==> src/hw/rtl/acmd_pkg.sv <==
package acmd_pkg;

  localparam int unsigned NumDigits = 8;
  localparam int unsigned CfgIdxW   = 2;
  localparam int unsigned CfgDataW  = 16;

  // register indexes
  localparam logic [CfgIdxW-1:0] CfgTicksPerTenth  = 2'd0;
  localparam logic [CfgIdxW-1:0] CfgBuzzOnTicks    = 2'd1;
  localparam logic [CfgIdxW-1:0] CfgBuzzPeriodTicks = 2'd2;

  localparam logic [7:0]  RstTicksPerTenth   = 8'd50;
  localparam logic [15:0] RstBuzzOnTicks     = 16'd250;
  localparam logic [15:0] RstBuzzPeriodTicks = 16'd500;

  // command codes
  localparam logic CmdTick = 1'b0;
  localparam logic CmdKey  = 1'b1;

  // key codes
  localparam logic [2:0] KeyNone        = 3'd0;
  localparam logic [2:0] KeyMode        = 3'd1;
  localparam logic [2:0] KeyHourUp      = 3'd2;
  localparam logic [2:0] KeyMinuteUp    = 3'd3;
  localparam logic [2:0] KeyConfirm     = 3'd4;
  localparam logic [2:0] KeyAlarmHour   = 3'd5;
  localparam logic [2:0] KeyAlarmMinute = 3'd6;

  localparam logic [7:0] GlyphDash  = 8'hbf;
  localparam logic [7:0] GlyphBlank = 8'hff;

  typedef enum logic [2:0] {
    ModeNormal      = 3'd0,
    ModeSetHour     = 3'd1,
    ModeSetMinute   = 3'd2,
    ModeAlarmHour   = 3'd3,
    ModeAlarmMinute = 3'd4
  } mode_e;

  typedef struct packed {
    logic [7:0]  ticks_per_tenth;
    logic [15:0] buzz_on_ticks;
    logic [15:0] buzz_period_ticks;
  } cfg_t;

  typedef struct packed {
    logic       command;
    logic [2:0] key_code;
    logic [7:0] rtc_second_byte;
    logic [7:0] rtc_minute_byte;
    logic [7:0] rtc_hour_byte;
  } item_t;

  typedef struct packed {
    logic [7:0] segment_pins;
    logic [7:0] digit_enable;
    logic       buzz_drive;
    logic       work_led;
    logic [2:0] clock_mode;
    logic       rtc_write;
    logic [5:0] write_hour_bcd;
    logic [6:0] write_minute_bcd;
  } result_t;

  // what the digit mux needs to pick a glyph
  typedef struct packed {
    mode_e      mode;
    logic [4:0] cur_hour;
    logic [5:0] cur_minute;
    logic [5:0] cur_second;
    logic [4:0] alm_hour;
    logic [5:0] alm_minute;
    logic       blink_phase;
    logic [2:0] scan_index;
  } view_t;

  function automatic logic [7:0] glyph(logic [3:0] d);
    logic [7:0] g;
    unique case (d)
      4'd0:    g = 8'hc0;
      4'd1:    g = 8'hf9;
      4'd2:    g = 8'ha4;
      4'd3:    g = 8'hb0;
      4'd4:    g = 8'h99;
      4'd5:    g = 8'h92;
      4'd6:    g = 8'h82;
      4'd7:    g = 8'hf8;
      4'd8:    g = 8'h80;
      4'd9:    g = 8'h90;
      default: g = GlyphBlank;
    endcase
    return g;
  endfunction

  // binary 0..63 to {tens, ones}
  function automatic logic [6:0] split_dec(logic [5:0] v);
    logic [2:0] tens;
    logic [5:0] rest;
    priority if (v >= 6'd60) begin
      tens = 3'd6; rest = v - 6'd60;
    end else if (v >= 6'd50) begin
      tens = 3'd5; rest = v - 6'd50;
    end else if (v >= 6'd40) begin
      tens = 3'd4; rest = v - 6'd40;
    end else if (v >= 6'd30) begin
      tens = 3'd3; rest = v - 6'd30;
    end else if (v >= 6'd20) begin
      tens = 3'd2; rest = v - 6'd20;
    end else if (v >= 6'd10) begin
      tens = 3'd1; rest = v - 6'd10;
    end else begin
      tens = 3'd0; rest = v;
    end
    return {tens, rest[3:0]};
  endfunction

  // raw BCD byte fields to binary, saturated at limit
  function automatic logic [5:0] bcd_to_bin(logic [2:0] hi, logic [3:0] lo, logic [5:0] limit);
    logic [6:0] v;
    v = {1'b0, hi, 3'b000} + {3'b000, hi, 1'b0} + {3'b000, lo};
    return (v > {1'b0, limit}) ? limit : v[5:0];
  endfunction

endpackage

==> src/hw/rtl/acmd_cfg_regs.sv <==
module acmd_cfg_regs (
  input  logic                             clk_i,
  input  logic                             rst_ni,
  input  logic                             cfg_we_i,
  input  logic [acmd_pkg::CfgIdxW-1:0]     cfg_index_i,
  input  logic [acmd_pkg::CfgDataW-1:0]    cfg_wdata_i,
  output acmd_pkg::cfg_t                   cfg_o
);

  acmd_pkg::cfg_t cfg_q, cfg_d;

  always_comb begin
    cfg_d = cfg_q;
    if (cfg_we_i) begin
      unique case (cfg_index_i)
        acmd_pkg::CfgTicksPerTenth:   cfg_d.ticks_per_tenth   = cfg_wdata_i[7:0];
        acmd_pkg::CfgBuzzOnTicks:     cfg_d.buzz_on_ticks     = cfg_wdata_i;
        acmd_pkg::CfgBuzzPeriodTicks: cfg_d.buzz_period_ticks = cfg_wdata_i;
        default: ;  // unmapped index, dropped
      endcase
    end
  end

  always_ff @(posedge clk_i or negedge rst_ni) begin
    if (!rst_ni) begin
      cfg_q.ticks_per_tenth   <= acmd_pkg::RstTicksPerTenth;
      cfg_q.buzz_on_ticks     <= acmd_pkg::RstBuzzOnTicks;
      cfg_q.buzz_period_ticks <= acmd_pkg::RstBuzzPeriodTicks;
    end else begin
      cfg_q <= cfg_d;
    end
  end

  assign cfg_o = cfg_q;

endmodule

==> src/hw/rtl/acmd_in_stage.sv <==
module acmd_in_stage (
  input  logic            clk_i,
  input  logic            rst_ni,
  input  logic            in_valid_i,
  output logic            in_stall_o,
  input  acmd_pkg::item_t item_i,
  input  logic            advance_i,
  output logic            item_valid_o,
  output acmd_pkg::item_t item_o
);

  logic            valid_q, valid_d;
  logic            load;
  acmd_pkg::item_t item_q;

  assign in_stall_o = valid_q & ~advance_i;
  assign load       = in_valid_i & ~in_stall_o;
  assign valid_d    = load | (valid_q & ~advance_i);

  always_ff @(posedge clk_i or negedge rst_ni) begin
    if (!rst_ni) begin
      valid_q <= 1'b0;
    end else begin
      valid_q <= valid_d;
    end
  end

  always_ff @(posedge clk_i) begin
    if (load) begin
      item_q <= item_i;
    end
  end

  assign item_valid_o = valid_q;
  assign item_o       = item_q;

endmodule

==> src/hw/rtl/acmd_digit_mux.sv <==
module acmd_digit_mux (
  input  acmd_pkg::view_t view_i,
  output logic [7:0]      segments_o
);

  localparam logic [2:0] PosHourTens   = 3'd0;
  localparam logic [2:0] PosHourOnes   = 3'd1;
  localparam logic [2:0] PosMinuteTens = 3'd3;
  localparam logic [2:0] PosMinuteOnes = 3'd4;
  localparam logic [2:0] PosSecondTens = 3'd6;
  localparam logic [2:0] PosSecondOnes = 3'd7;

  logic       alarm_view, hide_hour, hide_minute;
  logic [5:0] hour, minute, second;
  logic [6:0] hour_dec, minute_dec, second_dec;

  always_comb begin
    alarm_view  = (view_i.mode == acmd_pkg::ModeAlarmHour) ||
                  (view_i.mode == acmd_pkg::ModeAlarmMinute);
    hour        = alarm_view ? {1'b0, view_i.alm_hour} : {1'b0, view_i.cur_hour};
    minute      = alarm_view ? view_i.alm_minute : view_i.cur_minute;
    second      = alarm_view ? 6'd0 : view_i.cur_second;
    hide_hour   = ((view_i.mode == acmd_pkg::ModeSetHour) ||
                   (view_i.mode == acmd_pkg::ModeAlarmHour)) && !view_i.blink_phase;
    hide_minute = ((view_i.mode == acmd_pkg::ModeSetMinute) ||
                   (view_i.mode == acmd_pkg::ModeAlarmMinute)) && !view_i.blink_phase;
    hour_dec    = acmd_pkg::split_dec(hour);
    minute_dec  = acmd_pkg::split_dec(minute);
    second_dec  = acmd_pkg::split_dec(second);

    unique case (view_i.scan_index)
      PosHourTens:   segments_o = hide_hour ? acmd_pkg::GlyphBlank
                                            : acmd_pkg::glyph({1'b0, hour_dec[6:4]});
      PosHourOnes:   segments_o = hide_hour ? acmd_pkg::GlyphBlank
                                            : acmd_pkg::glyph(hour_dec[3:0]);
      PosMinuteTens: segments_o = hide_minute ? acmd_pkg::GlyphBlank
                                              : acmd_pkg::glyph({1'b0, minute_dec[6:4]});
      PosMinuteOnes: segments_o = hide_minute ? acmd_pkg::GlyphBlank
                                              : acmd_pkg::glyph(minute_dec[3:0]);
      PosSecondTens: segments_o = acmd_pkg::glyph({1'b0, second_dec[6:4]});
      PosSecondOnes: segments_o = acmd_pkg::glyph(second_dec[3:0]);
      default:       segments_o = acmd_pkg::GlyphDash;  // separators
    endcase
  end

endmodule

==> src/hw/rtl/acmd_core.sv <==
module acmd_core (
  input  logic              clk_i,
  input  logic              rst_ni,
  input  logic              fire_i,
  input  acmd_pkg::item_t   item_i,
  input  acmd_pkg::cfg_t    cfg_i,
  input  logic [7:0]        segments_i,
  output acmd_pkg::view_t   view_o,
  output acmd_pkg::result_t result_o
);

  acmd_pkg::mode_e mode_q, mode_d;
  logic [4:0]  cur_hour_q, cur_hour_d;
  logic [5:0]  cur_minute_q, cur_minute_d;
  logic [5:0]  cur_second_q, cur_second_d;
  logic [4:0]  alm_hour_q, alm_hour_d;
  logic [5:0]  alm_minute_q, alm_minute_d;
  logic        alm_enabled_q, alm_enabled_d;
  logic        ringing_q, ringing_d;
  logic [7:0]  tick_count_q, tick_count_d;
  logic [3:0]  tenth_count_q, tenth_count_d;
  logic        blink_q, blink_d;
  logic        led_q, led_d;
  logic [2:0]  scan_q, scan_d;
  logic [15:0] buzz_count_q, buzz_count_d;
  logic        buzz_level_q, buzz_level_d;
  logic [7:0]  shown_seg_q, shown_seg_d;
  logic [7:0]  shown_sel_q, shown_sel_d;

  logic [7:0]  tick_inc;
  logic [3:0]  tenth_inc;
  logic [15:0] buzz_inc;
  logic        rtc_wr;
  logic [6:0]  hour_dec, minute_dec;

  assign view_o = '{mode:        mode_q,
                    cur_hour:    cur_hour_q,
                    cur_minute:  cur_minute_q,
                    cur_second:  cur_second_q,
                    alm_hour:    alm_hour_q,
                    alm_minute:  alm_minute_q,
                    blink_phase: blink_q,
                    scan_index:  scan_q};

  always_comb begin
    mode_d        = mode_q;
    cur_hour_d    = cur_hour_q;
    cur_minute_d  = cur_minute_q;
    cur_second_d  = cur_second_q;
    alm_hour_d    = alm_hour_q;
    alm_minute_d  = alm_minute_q;
    alm_enabled_d = alm_enabled_q;
    ringing_d     = ringing_q;
    tick_count_d  = tick_count_q;
    tenth_count_d = tenth_count_q;
    blink_d       = blink_q;
    led_d         = led_q;
    scan_d        = scan_q;
    buzz_count_d  = buzz_count_q;
    buzz_level_d  = buzz_level_q;
    shown_seg_d   = shown_seg_q;
    shown_sel_d   = shown_sel_q;
    rtc_wr        = 1'b0;
    tick_inc      = tick_count_q + 8'd1;
    tenth_inc     = tenth_count_q + 4'd1;
    buzz_inc      = buzz_count_q + 16'd1;

    if (item_i.command == acmd_pkg::CmdTick) begin
      // digit from the state before this tick
      shown_seg_d = segments_i;
      shown_sel_d = 8'd1 << scan_q;
      scan_d      = scan_q + 3'd1;

      if (tick_inc >= cfg_i.ticks_per_tenth) begin
        tick_count_d  = 8'd0;
        tenth_count_d = tenth_inc;
        if (tenth_inc == 4'd0 || tenth_inc == 4'd5 ||
            tenth_inc == 4'd10 || tenth_inc == 4'd15) begin
          blink_d = ~blink_q;
        end
        if (tenth_inc >= 4'd10) begin
          // second boundary
          tenth_count_d = 4'd0;
          led_d         = ~led_q;
          if (mode_q == acmd_pkg::ModeNormal) begin
            cur_second_d = acmd_pkg::bcd_to_bin(item_i.rtc_second_byte[6:4],
                                                item_i.rtc_second_byte[3:0], 6'd59);
            cur_minute_d = acmd_pkg::bcd_to_bin(item_i.rtc_minute_byte[6:4],
                                                item_i.rtc_minute_byte[3:0], 6'd59);
            cur_hour_d   = 5'(acmd_pkg::bcd_to_bin({1'b0, item_i.rtc_hour_byte[5:4]},
                                                   item_i.rtc_hour_byte[3:0], 6'd23));
          end
          if (alm_enabled_q && cur_hour_d == alm_hour_q &&
              cur_minute_d == alm_minute_q && cur_second_d == 6'd0) begin
            ringing_d = 1'b1;
          end
        end
      end else begin
        tick_count_d = tick_inc;
      end

      if (ringing_d) begin
        if (buzz_inc < cfg_i.buzz_on_ticks) begin
          buzz_count_d = buzz_inc;
          buzz_level_d = 1'b1;
        end else if (buzz_inc < cfg_i.buzz_period_ticks) begin
          buzz_count_d = buzz_inc;
          buzz_level_d = 1'b0;
        end else begin
          buzz_count_d = 16'd0;  // restart, level held
        end
      end else begin
        buzz_count_d = 16'd0;
        buzz_level_d = 1'b0;
      end
    end else if (item_i.key_code != acmd_pkg::KeyNone) begin
      if (ringing_q) begin
        // any key just silences the alarm
        ringing_d    = 1'b0;
        buzz_level_d = 1'b0;
      end else begin
        unique case (item_i.key_code)
          acmd_pkg::KeyMode: begin
            unique case (mode_q)
              acmd_pkg::ModeNormal:  mode_d = acmd_pkg::ModeSetHour;
              acmd_pkg::ModeSetHour: mode_d = acmd_pkg::ModeSetMinute;
              default:               mode_d = acmd_pkg::ModeNormal;
            endcase
          end
          acmd_pkg::KeyHourUp: begin
            if (mode_q == acmd_pkg::ModeSetHour) begin
              cur_hour_d = (cur_hour_q >= 5'd23) ? 5'd0 : cur_hour_q + 5'd1;
            end
          end
          acmd_pkg::KeyMinuteUp: begin
            if (mode_q == acmd_pkg::ModeSetMinute) begin
              cur_minute_d = (cur_minute_q >= 6'd59) ? 6'd0 : cur_minute_q + 6'd1;
            end
          end
          acmd_pkg::KeyConfirm: begin
            if (mode_q == acmd_pkg::ModeSetHour || mode_q == acmd_pkg::ModeSetMinute) begin
              cur_second_d = 6'd0;
              mode_d       = acmd_pkg::ModeNormal;
              rtc_wr       = 1'b1;
            end else if (mode_q == acmd_pkg::ModeAlarmHour ||
                         mode_q == acmd_pkg::ModeAlarmMinute) begin
              alm_enabled_d = 1'b1;
              mode_d        = acmd_pkg::ModeNormal;
            end
          end
          acmd_pkg::KeyAlarmHour: begin
            if (mode_q == acmd_pkg::ModeNormal || mode_q == acmd_pkg::ModeAlarmMinute) begin
              mode_d = acmd_pkg::ModeAlarmHour;
            end else if (mode_q == acmd_pkg::ModeAlarmHour) begin
              alm_hour_d = (alm_hour_q >= 5'd23) ? 5'd0 : alm_hour_q + 5'd1;
            end
          end
          acmd_pkg::KeyAlarmMinute: begin
            if (mode_q == acmd_pkg::ModeNormal || mode_q == acmd_pkg::ModeAlarmHour) begin
              mode_d = acmd_pkg::ModeAlarmMinute;
            end else if (mode_q == acmd_pkg::ModeAlarmMinute) begin
              alm_minute_d = (alm_minute_q >= 6'd59) ? 6'd0 : alm_minute_q + 6'd1;
            end
          end
          default: ;  // unused key code
        endcase
      end
    end

    hour_dec   = acmd_pkg::split_dec({1'b0, cur_hour_d});
    minute_dec = acmd_pkg::split_dec(cur_minute_d);

    result_o.segment_pins     = shown_seg_d;
    result_o.digit_enable     = shown_sel_d;
    result_o.buzz_drive       = buzz_level_d;
    result_o.work_led         = led_d;
    result_o.clock_mode       = mode_d;
    result_o.rtc_write        = rtc_wr;
    result_o.write_hour_bcd   = rtc_wr ? hour_dec[5:0] : 6'd0;
    result_o.write_minute_bcd = rtc_wr ? minute_dec : 7'd0;
  end

  always_ff @(posedge clk_i or negedge rst_ni) begin
    if (!rst_ni) begin
      mode_q <= acmd_pkg::ModeNormal;
    end else if (fire_i) begin
      mode_q <= mode_d;
    end
  end

  always_ff @(posedge clk_i or negedge rst_ni) begin
    if (!rst_ni) begin
      cur_hour_q    <= 5'd0;
      cur_minute_q  <= 6'd0;
      cur_second_q  <= 6'd0;
      alm_hour_q    <= 5'd0;
      alm_minute_q  <= 6'd1;
      alm_enabled_q <= 1'b1;
      ringing_q     <= 1'b0;
      tick_count_q  <= 8'd0;
      tenth_count_q <= 4'd0;
      blink_q       <= 1'b1;
      led_q         <= 1'b0;
      scan_q        <= 3'd0;
      buzz_count_q  <= 16'd0;
      buzz_level_q  <= 1'b0;
      shown_seg_q   <= acmd_pkg::GlyphBlank;
      shown_sel_q   <= 8'd0;
    end else if (fire_i) begin
      cur_hour_q    <= cur_hour_d;
      cur_minute_q  <= cur_minute_d;
      cur_second_q  <= cur_second_d;
      alm_hour_q    <= alm_hour_d;
      alm_minute_q  <= alm_minute_d;
      alm_enabled_q <= alm_enabled_d;
      ringing_q     <= ringing_d;
      tick_count_q  <= tick_count_d;
      tenth_count_q <= tenth_count_d;
      blink_q       <= blink_d;
      led_q         <= led_d;
      scan_q        <= scan_d;
      buzz_count_q  <= buzz_count_d;
      buzz_level_q  <= buzz_level_d;
      shown_seg_q   <= shown_seg_d;
      shown_sel_q   <= shown_sel_d;
    end
  end

endmodule

==> src/hw/rtl/alarm_clock_mode_and_display_control.sv <==
// Channel  Direction  Handshake              Payload
// in       request    in_valid_i/in_stall_o  command, key_code, rtc second/minute/hour bytes
// out      request    out_valid_o/out_stall_i segment_pins .. write_minute_bcd
// cfg      write      cfg_we_i               cfg_index_i, cfg_wdata_i
//
// One request per cycle sustained while out_stall_i is low; a result is registered once its request
// is taken (input register, then state update and result register in one pass).
// Asynchronous active-low reset sets state and counters to their reset values and clears both valid flags.
// A stalled result holds; one further request is taken into the input register, after which
// in_stall_o follows out_stall_i.
module alarm_clock_mode_and_display_control (
  input  logic                          clk_i,
  input  logic                          rst_ni,
  // request in
  input  logic                          in_valid_i,
  output logic                          in_stall_o,
  input  logic                          command_i,
  input  logic [2:0]                    key_code_i,
  input  logic [7:0]                    rtc_second_byte_i,
  input  logic [7:0]                    rtc_minute_byte_i,
  input  logic [7:0]                    rtc_hour_byte_i,
  // result out
  output logic                          out_valid_o,
  input  logic                          out_stall_i,
  output logic [7:0]                    segment_pins_o,
  output logic [7:0]                    digit_enable_o,
  output logic                          buzz_drive_o,
  output logic                          work_led_o,
  output logic [2:0]                    clock_mode_o,
  output logic                          rtc_write_o,
  output logic [5:0]                    write_hour_bcd_o,
  output logic [6:0]                    write_minute_bcd_o,
  // configuration
  input  logic                          cfg_we_i,
  input  logic [acmd_pkg::CfgIdxW-1:0]  cfg_index_i,
  input  logic [acmd_pkg::CfgDataW-1:0] cfg_wdata_i
);

  acmd_pkg::cfg_t    cfg;
  acmd_pkg::item_t   in_item, item;
  acmd_pkg::view_t   view;
  acmd_pkg::result_t result, result_q;
  logic              item_valid, advance, fire;
  logic              out_valid_q, out_valid_d;
  logic [7:0]        segments;

  assign in_item = '{command:         command_i,
                     key_code:        key_code_i,
                     rtc_second_byte: rtc_second_byte_i,
                     rtc_minute_byte: rtc_minute_byte_i,
                     rtc_hour_byte:   rtc_hour_byte_i};

  // result register is free, or being emptied this cycle
  assign advance     = ~out_valid_q | ~out_stall_i;
  assign fire        = item_valid & advance;
  assign out_valid_d = fire | (out_valid_q & ~advance);

  acmd_cfg_regs u_cfg (
    .clk_i       (clk_i),
    .rst_ni      (rst_ni),
    .cfg_we_i    (cfg_we_i),
    .cfg_index_i (cfg_index_i),
    .cfg_wdata_i (cfg_wdata_i),
    .cfg_o       (cfg)
  );

  acmd_in_stage u_in (
    .clk_i        (clk_i),
    .rst_ni       (rst_ni),
    .in_valid_i   (in_valid_i),
    .in_stall_o   (in_stall_o),
    .item_i       (in_item),
    .advance_i    (advance),
    .item_valid_o (item_valid),
    .item_o       (item)
  );

  // glyph for the digit being scanned, from pre-update state
  acmd_digit_mux u_mux (
    .view_i     (view),
    .segments_o (segments)
  );

  // mode control, time keeping, tick/blink/buzzer counters
  acmd_core u_core (
    .clk_i      (clk_i),
    .rst_ni     (rst_ni),
    .fire_i     (fire),
    .item_i     (item),
    .cfg_i      (cfg),
    .segments_i (segments),
    .view_o     (view),
    .result_o   (result)
  );

  always_ff @(posedge clk_i or negedge rst_ni) begin
    if (!rst_ni) begin
      out_valid_q <= 1'b0;
    end else begin
      out_valid_q <= out_valid_d;
    end
  end

  always_ff @(posedge clk_i) begin
    if (fire) begin
      result_q <= result;
    end
  end

  assign out_valid_o        = out_valid_q;
  assign segment_pins_o     = result_q.segment_pins;
  assign digit_enable_o     = result_q.digit_enable;
  assign buzz_drive_o       = result_q.buzz_drive;
  assign work_led_o         = result_q.work_led;
  assign clock_mode_o       = result_q.clock_mode;
  assign rtc_write_o        = result_q.rtc_write;
  assign write_hour_bcd_o   = result_q.write_hour_bcd;
  assign write_minute_bcd_o = result_q.write_minute_bcd;

endmodule

==> config.mk <==
export PLATFORM = sky130hd
export DESIGN_NAME = alarm_clock_mode_and_display_control
export DESIGN_NICKNAME = d
export VERILOG_FILES = /design/src/hw/rtl/acmd_pkg.sv /design/src/hw/rtl/acmd_cfg_regs.sv /design/src/hw/rtl/acmd_in_stage.sv /design/src/hw/rtl/acmd_digit_mux.sv /design/src/hw/rtl/acmd_core.sv /design/src/hw/rtl/alarm_clock_mode_and_display_control.sv
export SDC_FILE = /design/constraint.sdc
export NUM_CORES = 1
export LEC_CHECK = 0
export ABC_AREA = 1
export BUFFER_PORTS_ARGS = -buffer_cell sky130_fd_sc_hd__buf_2
export CAP_MARGIN = 20
export CORE_ASPECT_RATIO = 0.6
export CORE_MARGIN = 5
export CORE_UTILIZATION = 35
export DETAILED_ROUTE_END_ITERATION = 8
export SYNTH_ARGS = -nofsm -noshare
export SYNTH_HDL_FRONTEND = slang
export SYNTH_SLANG_ARGS = --single-unit
==> constraint.sdc <==
create_clock -name clk_i -period 7 [get_ports clk_i]
set_clock_uncertainty 0.2 [all_clocks]
set_input_delay 1.4 -clock clk_i [delete_from_list [all_inputs] [get_ports clk_i]]
set_output_delay 1.4 -clock clk_i [all_outputs]
set_load 0.01 [all_outputs]
==> results.md, run 1 <==
* Total of max-cap violations at 0
* Multi-input gate area at 7050 sq um
* DRC at 0
* Drt total wl at 33100 um
* Htree depth at 4
* Area growth, synth to finish at 11.3%
* Worst path slowest cell: dfrtp_1
* Core area at 36700 sq um
* Syn Inst Count at 1707
* Outcome: finished clean
* FF-to-FF End: write_minute_bcd_o[1]
* Critical Path RT at 7.01 ns
* Setup crit start: u_core.tick_count_q[0]
* Gr ovfl total at 0
* DR vias at 11400
* Seq/Total Area, Yosys at 37.4%
* Final instance area at 14600 sq um
* Slew @ Worst Pin at 0.985 ns
* EDFF count, synth at 59
* IO Count at 88
* Die footprint at 41600 sq um
* Setup TNS at 0 ns
* Gpl congestion at 0.897
* Cells on worst reg2reg path at 28
* Synth Flop Type: dfrtp_1
* # rows at 54
* Worst-path fanout max at 13
* Via density at 4.94
* Clk pin slew, worst setup/hold paths at 0.07 ns
* Setup crit start kind: flip-flop
* Setup crit end: write_minute_bcd_o[1]
* Clock Tree Buf Depth at 2
* Synth top area share at 18.9%
* Yosys reg bits at 183
* Fill count at 3719
* R2r startpoint: u_core.tick_count_q[0]
* TritonRoute pass-1 iters at 5
* Dpl hpwl at 25200 um
* Worst IR Drop VDD at 0.000230 V
* DR iter-0 viols at 954
* Dpl ws at 1.94 ns
* Post-CTS Setup Bufs at 0
* Placed Area at 14000 sq um
* First-pass GRT wire length at 55600 um
* Reg-to-reg setup timing slack at 1.86 ns
* ANT nets after route at 0
* Post-Syn Area per Cell at 7.68 sq um
* Leak Pwr at 7.28 nW
* CP peak stage delay at 0.41 ns
* Die X-Extent at 260 um
* Clock buffer count from CTS at 17
* Library cells used by synthesis at 63
* Worst EP arrival at 5.15 ns
* WHS at 0.266 ns
* Register area at 4910 sq um
* Crit share post-route at 73.5%
* Slew Limit Fails at 0
* Post-Syn Nets at 1885
* Hold buffer count at CTS at 0
* Clock Latency Late Sink at 0.45 ns
* Total GRT Usage at 16.3%
* Final Hold Violating Endpoints at 0
* Wire length per cell at 14.4 um
* Unrepaired setup endpoints after global routing: no
* Diode count at 0
* Total number of yosys warnings at 0
* Critical path class: reg2reg
* Ys async rst share at 67.8%
* IO buf count at 83
* Most frequent CP cell: nand2_1
* Minimum clock period at 5.14 ns
* Die height at 160 um
* Met1 WL at 17800 um
* Power per standard cell area at 393 nW/um^2
* DR WL met2 at 12800 um
* Clock Sinks at 183
* Vias in the first global route at 10800
* Highest metal used: met4
* Synth Cell Area at 13100 sq um
* Hold WC Path Type: reg2reg
* Ratio of cells with drive above 1 in the final layout at 12.1%
* Largest net degree at the start of global routing at 71
* DR WL met3 at 2150 um
* Final nets at 1961
* FMAX at 0.194 GHz
* Final Power at 5.73 mW
* Final setup vio count at 0
* Max_slew headroom at 33.9%
* Setup crit end kind: flip-flop
* CTS tree: yes
* Initial antenna violation count at 0
* Top post-synthesis cells by area: dfrtp_1, edfxtp_1, nand2_1
* Starting Density at 35.7%
* Setup slack after layout at 1.86 ns
* Synth area leader: dfrtp_1
* Root Buffer: clkbuf_16
* CTS resizes at 0
[cells in the final DEF, fill, tap and decap left out, drive strengths merged, types with 3 or more instances in the layout]
master | synthesis | final
o21ai | 163 | 163
a22o | 4 | 4
or2 | 9 | 9
o22ai | 14 | 14
nor3 | 17 | 17
a22oi | 4 | 4
fa | 5 | 5
a31oi | 5 | 5
nand3b | 10 | 10
nand3 | 112 | 112
clkbuf | 22 | 19
o211ai | 15 | 15
edfxtp | 59 | 59
dfrtp | 99 | 99
nand2 | 465 | 465
nand4 | 18 | 18
buf | 11 | 90
clkinv | 1 | 8
xnor2 | 6 | 6
inv | 262 | 265
nor2 | 118 | 118
nor3b | 3 | 3
ha | 122 | 122
a21o | 4 | 4
dfstp | 25 | 25
xor2 | 37 | 37
a21oi | 75 | 75
[logic make-up (layout without fill, tap and decap cells)]
logic type / after synthesis / count (layout) / share of synthesized area (%)
AOI/OAI and AO/OA: 298 / 298 / 13.1
muxes: 2 / 2 / 0.153
and+or+nand+nor: 758 / 758 / 25.2
adders and majority gates: 127 / 127 / 12.4
DFF: 183 / 183 / 37.4
xor gates and xnor gates: 43 / 43 / 2.93
buffers and inverters: 296 / 385 / 8.82
[Yosys cell counts (all sizes together) (4+ instances only)]
cell type and number:
clkbuf 22, xnor2 6, nor2 118, a22o 4
nand2 465, nand3b 10, o211ai 15, a21o 4
a21oi 75, edfxtp 59, nor3 17, a31oi 5
a22oi 4, ha 122, xor2 37, or2 9
o22ai 14, buf 11, nand3 112, o21ai 163
dfstp 25, inv 262, fa 5, nand4 18
dfrtp 99
[final cells by class]
cell class / instances / area share [%]
clock inverters: 13 / 0.729
repair buffers: 90 / 3.28
multi-input cells: 1228 / 48.3
inverters: 263 / 6.80
well taps: 504 / 4.32
flip-flops and latches: 183 / 33.6
clock buffers: 19 / 2.97
[worst min-delay path by stage]
stage / cells after the start / end / slack [ns] / from
after floorplan: 2 / u_core.shown_seg_q[7] / 0.24 / u_core.shown_seg_q[7]
after global placement: 2 / u_core.shown_seg_q[7] / 0.25 / u_core.shown_seg_q[7]
after detailed placement: 2 / u_core.shown_seg_q[6] / 0.26 / u_core.shown_seg_q[6]
after CTS: 2 / u_core.shown_seg_q[6] / 0.27 / u_core.shown_seg_q[6]
after global routing: 2 / u_core.shown_seg_q[6] / 0.29 / u_core.shown_seg_q[6]
final: 2 / u_core.shown_seg_q[7] / 0.27 / u_core.shown_seg_q[7]
[report_power, final]
| part | switching, mW | internal (mW) | total, mW |
|---|---|---|---|
| combinational | 2.17 | 1.10 | 3.27 |
| sequential | 0.166 | 1.36 | 1.52 |
| clock | 0.451 | 0.488 | 0.940 |
[worst max-delay path, delay by kind of cell, from the launching register on]
family                   cells  cell delay, ns
AND/OR/NAND/NOR             19            2.74
XOR/XNOR                     1            0.17
buffers and inverters        5            0.75
flip-flops                   1            0.41
AO/OA/AOI/OAI                1            0.15
adder cells (fa/ha/maj)      2            0.47
[per-stage QoR]
stage          std cells  utilization, %
6_report            2300            39.8
5_1_grt             2300            39.8
4_1_cts             2299            39.7
3_5_place_dp        2267            38.3
3_3_place_gp        2267            38.3
2_1_floorplan       1707               -
[registers in the layout, summed over array words and instances (netlist names), 3 cells and up, named ones only]
register              cells
u_core.mode_q             3
u_core.tenth_count_q      4
u_core.buzz_count_q      16
u_core.cur_minute_q       6
u_core.alm_minute_q       6
u_core.tick_count_q       8
u_in.item_o              24
u_core.cur_hour_q         5
clock_mode_o              3
u_core.shown_seg_q        8
write_minute_bcd_o        7
digit_enable_o            8
u_core.cur_second_q       6
u_core.shown_sel_q        8
write_hour_bcd_o          6
u_core.scan_q             3
u_core.alm_hour_q         5
segment_pins_o            8
u_cfg.cfg_o              40
[metal layers]
| metal | global-route usage (%) | vias to the layer above |
|---|---|---|
| met2 | 22.4 | 324 |
| met1 | 26.2 | 5282 |
| met4 | 3.22 | 0 |
| met5 | 0 | - |
| met3 | 3.06 | 26 |
| li1 | - | 5722 |
Power figures use the tool's default switching activity.
==> inputs of run 2 (changes only) <==
clock period = 4.81 ns   (was 7 ns; I/O delays follow)
==> results.md, run 2 (same netlist as run 1, synthesis figures left out) <==
* Outcome: finished clean
* Max reg flops at 40
* Critical Path RT at 4.81 ns
* Total GRT Usage at 16.2%
* Clock Sinks at 183
* Final setup vio count at 0
* ANT nets after route at 0
* IO Count at 88
* DR vias at 11300
* Clock buffer count from CTS at 17
* Commonest non-fill, non-tap cell in the layout: nand2_1
* Dpl hpwl at 25600 um
* DR iter-0 viols at 830
* # rows at 54
* Area growth, synth to finish at 13.0%
* Root Buffer: clkbuf_16
* Largest net degree at the start of global routing at 68
* Final Power at 8.57 mW
* Critical path class: reg2reg
* Wire length per cell at 14.5 um
* Clock Tree Buf Depth at 2
* Commonest non-fill, non-tap cells in the layout: nand2_1, inv_1, o21ai_0, ha_1, nor2_1
* Hold buffer count at CTS at 0
* Slew @ Worst Pin at 0.935 ns
* Worst-path fanout max at 15
* Final nets at 1972
* TritonRoute pass-1 iters at 6
* Placed Area at 14100 sq um
* Worst EP arrival at 4.43 ns
* DRC at 0
* Via density at 4.90
* Diode count at 0
* Post-CTS Setup Bufs at 0
* Clk pin slew, worst setup/hold paths at 0.07 ns
* CTS resizes at 0
* Core area at 36700 sq um
* Max_slew headroom at 37.6%
* Fill count at 3712
* First-pass GRT wire length at 55300 um
* Hold WC Path Type: reg2reg
* Htree depth at 4
* CTS tree: yes
* Setup crit end kind: flip-flop
* Leak Pwr at 7.38 nW
* FMAX at 0.226 GHz
* Crit share post-route at 92.0%
* Gpl congestion at 0.895
* Die X-Extent at 260 um
* Die height at 160 um
* Minimum clock period at 4.43 ns
* Worst IR Drop VDD at 0.000338 V
* Die footprint at 41600 sq um
* Starting Density at 35.7%
* Initial antenna violation count at 0
* Drt total wl at 33400 um
* Vias in the first global route at 10800
* Unrepaired setup endpoints after global routing: no
* Slew Limit Fails at 0
* WHS at 0.269 ns
* Ratio of cells with drive above 1 in the final layout at 13.1%
* Gr ovfl total at 0
* Clock Latency Late Sink at 0.46 ns
* Power per standard cell area at 579 nW/um^2
* Final Hold Violating Endpoints at 0
* IO buf count at 83
* Final instance area at 14800 sq um
* Setup TNS at 0 ns
* Setup crit start kind: flip-flop
* Total of max-cap violations at 0
-- run 2: critical path, stage by stage, from the launching register on --
cell	delay [ns]
dfrtp_1	0.47
inv_1	0.13
nand3_2	0.13
nand2_4	0.19
nor2_1	0.44
inv_1	0.23
ha_1	0.25
nand2_1	0.07
nand3b_1	0.18
nand2_1	0.13
nand2_1	0.07
nand2_1	0.09
nand2_2	0.06
nand2_2	0.13
inv_1	0.08
ha_1	0.17
or2_2	0.30
nand2_1	0.07
nor2_1	0.04
a221oi_1	0.21
nand2_1	0.13
nor2_1	0.16
nand2_1	0.09
nand2_1	0.07
nand2_1	0.08
-- run 2: layout make-up --
type | count | area [sq um] | share of cell area, %
clock buffers | 24 | 547 | 3.69
clock inverters | 8 | 92.6 | 0.625
inverters | 263 | 996 | 6.73
multi-input cells | 1228 | 7060 | 47.7
flip-flops and latches | 183 | 4910 | 33.1
well taps | 504 | 631 | 4.26
repair buffers | 101 | 573 | 3.87
-- run 2: path summary, 6_finish.rpt --
kind / start / cells past startpoint / slack [ns] / to
min: u_core.shown_seg_q[2] / 2 / 0.27 / u_core.shown_seg_q[2]
max: u_core.mode_q[2] / 24 / 0.38 / segment_pins_o[6]
max reg2reg: u_core.mode_q[2] / 24 / 0.38 / segment_pins_o[6]
max in group asynchronous: rst_ni / 2 / 3.05 / u_core.shown_seg_q[5]
min in group asynchronous: rst_ni / 1 / 0.45 / u_cfg.cfg_o[35]
min reg2reg: u_core.shown_seg_q[2] / 2 / 0.27 / u_core.shown_seg_q[2]
-- run 2: metrics by stage --
step / worst slack, ns / utilization (%) / std cells
6_report: 0.384 / 40.4 / 2311
5_1_grt: 0.00793 / 40.4 / 2311
4_1_cts: 0.207 / 40.3 / 2310
3_3_place_gp: 0.406 / 38.5 / 2278
2_1_floorplan: 0.920 / - / 1707
3_5_place_dp: 0.222 / 38.5 / 2278
-- run 2: report_power, final --
group / switching, mW / internal, mW / leakage [nW]
Clock: 0.675 / 0.866 / 0.311
Sequential: 0.243 / 1.98 / 2.08
Combinational: 3.18 / 1.63 / 4.99
Total: 4.10 / 4.47 / 7.38
-- run 2: routing by layer --
layer | global-route usage, % | vias to the layer above | wire [um] | share of wire [%]
met2 | 22.3 | 286 | 13000 | 39
li1 | - | 5728 | - | -
met1 | 26.0 | 5285 | 18300 | 55
met3 | 3.44 | 22 | 1810 | 5.4
met4 | 2.95 | 0 | 302 | 0.90
met5 | 0 | - | 0 | 0
==> inputs of run 3 (changes only) <==
ABC_AREA = not set   (was 1)
CELL_PAD_IN_SITES_DETAIL_PLACEMENT = 1   (was not set)
CELL_PAD_IN_SITES_GLOBAL_PLACEMENT = 1   (was not set)
PLACE_DENSITY_LB_ADDON = 0.1   (was not set)
SKIP_LAST_GASP = 1   (was not set)
==> results.md, run 3 <==
* Most frequent CP cell: buf_4
* Die X-Extent at 269 um
* Fill count at 4745
* Critical path class: reg2reg
* Seq/Total Area, Yosys at 34.7%
* Largest net degree at the start of global routing at 81
* Outcome: finished clean
* Setup crit end kind: flip-flop
* Post-Syn Area per Cell at 8.92 sq um
* Area growth, synth to finish at 19.2%
* Root Buffer: clkbuf_16
* Slew @ Worst Pin at 1.06 ns
* Fin util at 41.9%
* Final Hold Violating Endpoints at 0
* Clk pin slew, worst setup/hold paths at 0.08 ns
* Placed Area at 15800 sq um
* Final instance area at 16800 sq um
* Slew Limit Fails at 0
* TritonRoute pass-1 iters at 5
* Worst-path fanout max at 13
* Crit path buffers/inverters at 3
* Worst path slowest cell: nor3_1
* Final setup vio count at 0
* Post-Layout Cell Count at 2293
* Ys async rst share at 67.8%
* Setup slack after layout at 0.168 ns
* DRC at 0
* Yosys reg bits at 183
* FMAX at 0.215 GHz
* Wire length per cell at 21.2 um
* DR iter-0 viols at 944
* Core area at 40200 sq um
* Synth top area share at 17.5%
* Critical Path RT at 4.80 ns
* Syn Inst Count at 1583
* Max_slew headroom at 29.1%
* Starting Density at 35.2%
* Dpl hpwl at 37500 um
* CTS tree: yes
* Unrepaired setup endpoints after global routing: yes
* Drt total wl at 48600 um
* ANT nets after route at 0
* CP delay by family, top: compound AO/OA/AOI/OAI gates
* Total GRT Usage at 21.7%
* Commonest non-fill, non-tap cell in the layout: nand2_1
* Synth Cell Area at 14100 sq um
* Minimum clock period at 4.64 ns
* CP peak stage delay at 0.51 ns
* Hold WC Path Type: reg2reg
* Commonest non-fill, non-tap cells in the layout: nand2_1, buf_4, ha_1, o21ai_0, inv_1
* Clock buffer count from CTS at 17
* Worst IR Drop VDD at 0.000223 V
* Synth Flop Type: dfrtp_1
* Most instantiated cells after synthesis: nand2_1, ha_1, o21ai_0, inv_1, dfrtp_1
* Diode count at 0
* Die height at 166 um
* Initial antenna violation count at 1
* Total of max-cap violations at 0
* Hold buffer count at CTS at 0
* Worst EP arrival at 4.63 ns
* Gr ovfl total at 0
* # rows at 57
* DR vias at 12900
* Library cells used by synthesis at 92
* Clock Latency Late Sink at 0.46 ns
* Dpl cells at 2246
* Leak Pwr at 7.44 nW
* Synth area leader: dfrtp_1
* First-pass GRT wire length at 76000 um
* Vias in the first global route at 13100
* Top-count cell post-synth: nand2_1
* Clock Tree Buf Depth at 2
* Setup crit start kind: flip-flop
* Die footprint at 44600 sq um
* IO buf count at 83
* Ratio of cells with drive above 1 in the final layout at 23.2%
* Max reg flops at 40
* Post-Syn Nets at 1761
* Crit share post-route at 96.5%
* Clock Sinks at 183
* Total number of yosys warnings at 0
* Crit-path cells: buf_4 > or3b_2 > a2bb2oi_1 > buf_4 > nor2_4 > ha_1 > a21boi_0 > nor3_1 > o21a_1 > o211ai_1 > o32ai_2 > buf_4 > mux2_2 > a211oi_1 > a2bb2oi_1
* Htree depth at 4
* Dpl ws at -0.108 ns
* EDFF count, synth at 59
* Gpl congestion at 0.873
* Top post-synthesis cells by area: dfrtp_1, edfxtp_1, ha_1
* Final nets at 1927
* IO Count at 88
* Setup TNS at 0 ns
* Via density at 5.64
* Power per standard cell area at 539 nW/um^2
[run 3: path summary, 6_finish.rpt]
kind / cells after the start / slack (ns) / to / from
setup / recovery: 15 / 0.17 / segment_pins_o[0] / u_core.mode_q[1]
hold / removal: 2 / 0.28 / u_core.shown_seg_q[5] / u_core.shown_seg_q[5]
setup reg to reg: 15 / 0.17 / segment_pins_o[0] / u_core.mode_q[1]
hold reg to reg: 2 / 0.28 / u_core.shown_seg_q[5] / u_core.shown_seg_q[5]
max in group asynchronous: 2 / 3.02 / u_cfg.cfg_o[4] / rst_ni
min in group asynchronous: 1 / 0.33 / async pin / rst_ni
[run 3: area by class of cell]
type                       count  area (sq um)  area share (%)
multi-input combinational   1211          8730            51.9
sequential                   183          4910            29.2
timing repair buffer         226          1520            9.06
tap                          531           664            3.95
clock buffer                  23           500            2.98
inverter                     110           413            2.45
clock inverter                 9          76.3           0.454
[run 3: stage by stage]
step | power, mW | hold WS (ns)
after floorplan | 5.34 | 0.250
after global placement | 7.18 | 0.262
after detailed placement | 7.30 | 0.269
after CTS | 8.81 | 0.283
after global routing | 9.77 | 0.307
final | 9.07 | 0.279
[run 3: tightest hold or removal path, cell delays in order, from the launching register on]
cell and delay (ns):
dfstp_2 0.36, inv_1 0.06, a32oi_1 0.05
[run 3: logic make-up (layout without fill, tap and decap cells)]
group	count (synthesis)	count (layout)	synth area share (%)
buf+inv	189	368	5.43
simple gates	505	505	17.9
flops	183	183	34.7
mux	57	57	4.43
xor+xnor	52	52	3.23
compound gates	469	469	22.7
fa+ha+maj	128	128	11.6
[run 3: timing repair]
item	4_1_cts	5_1_grt
pin swaps	2	21
setup buffers	1	14
endpoints found under the hold margin	0	0
endpoints found under the setup margin	8	36
resized for setup	9	54
[run 3: power breakdown]
group          leakage, nW  internal, mW  switching, mW  total [mW]
Sequential            2.10          1.94          0.224        2.17
Clock                0.287         0.751          0.689        1.44
Combinational         5.06          2.22           3.25        5.46
[run 3: routing by layer]
| metal | vias up | global-route usage [%] | wire length (um) |
|---|---|---|---|
| met4 | 0 | 4.49 | 662 |
| met3 | 40 | 3.88 | 2600 |
| li1 | 6152 | - | - |
| met2 | 295 | 32.2 | 20200 |
| met5 | - | 0 | 0 |
| met1 | 6448 | 33.1 | 25200 |
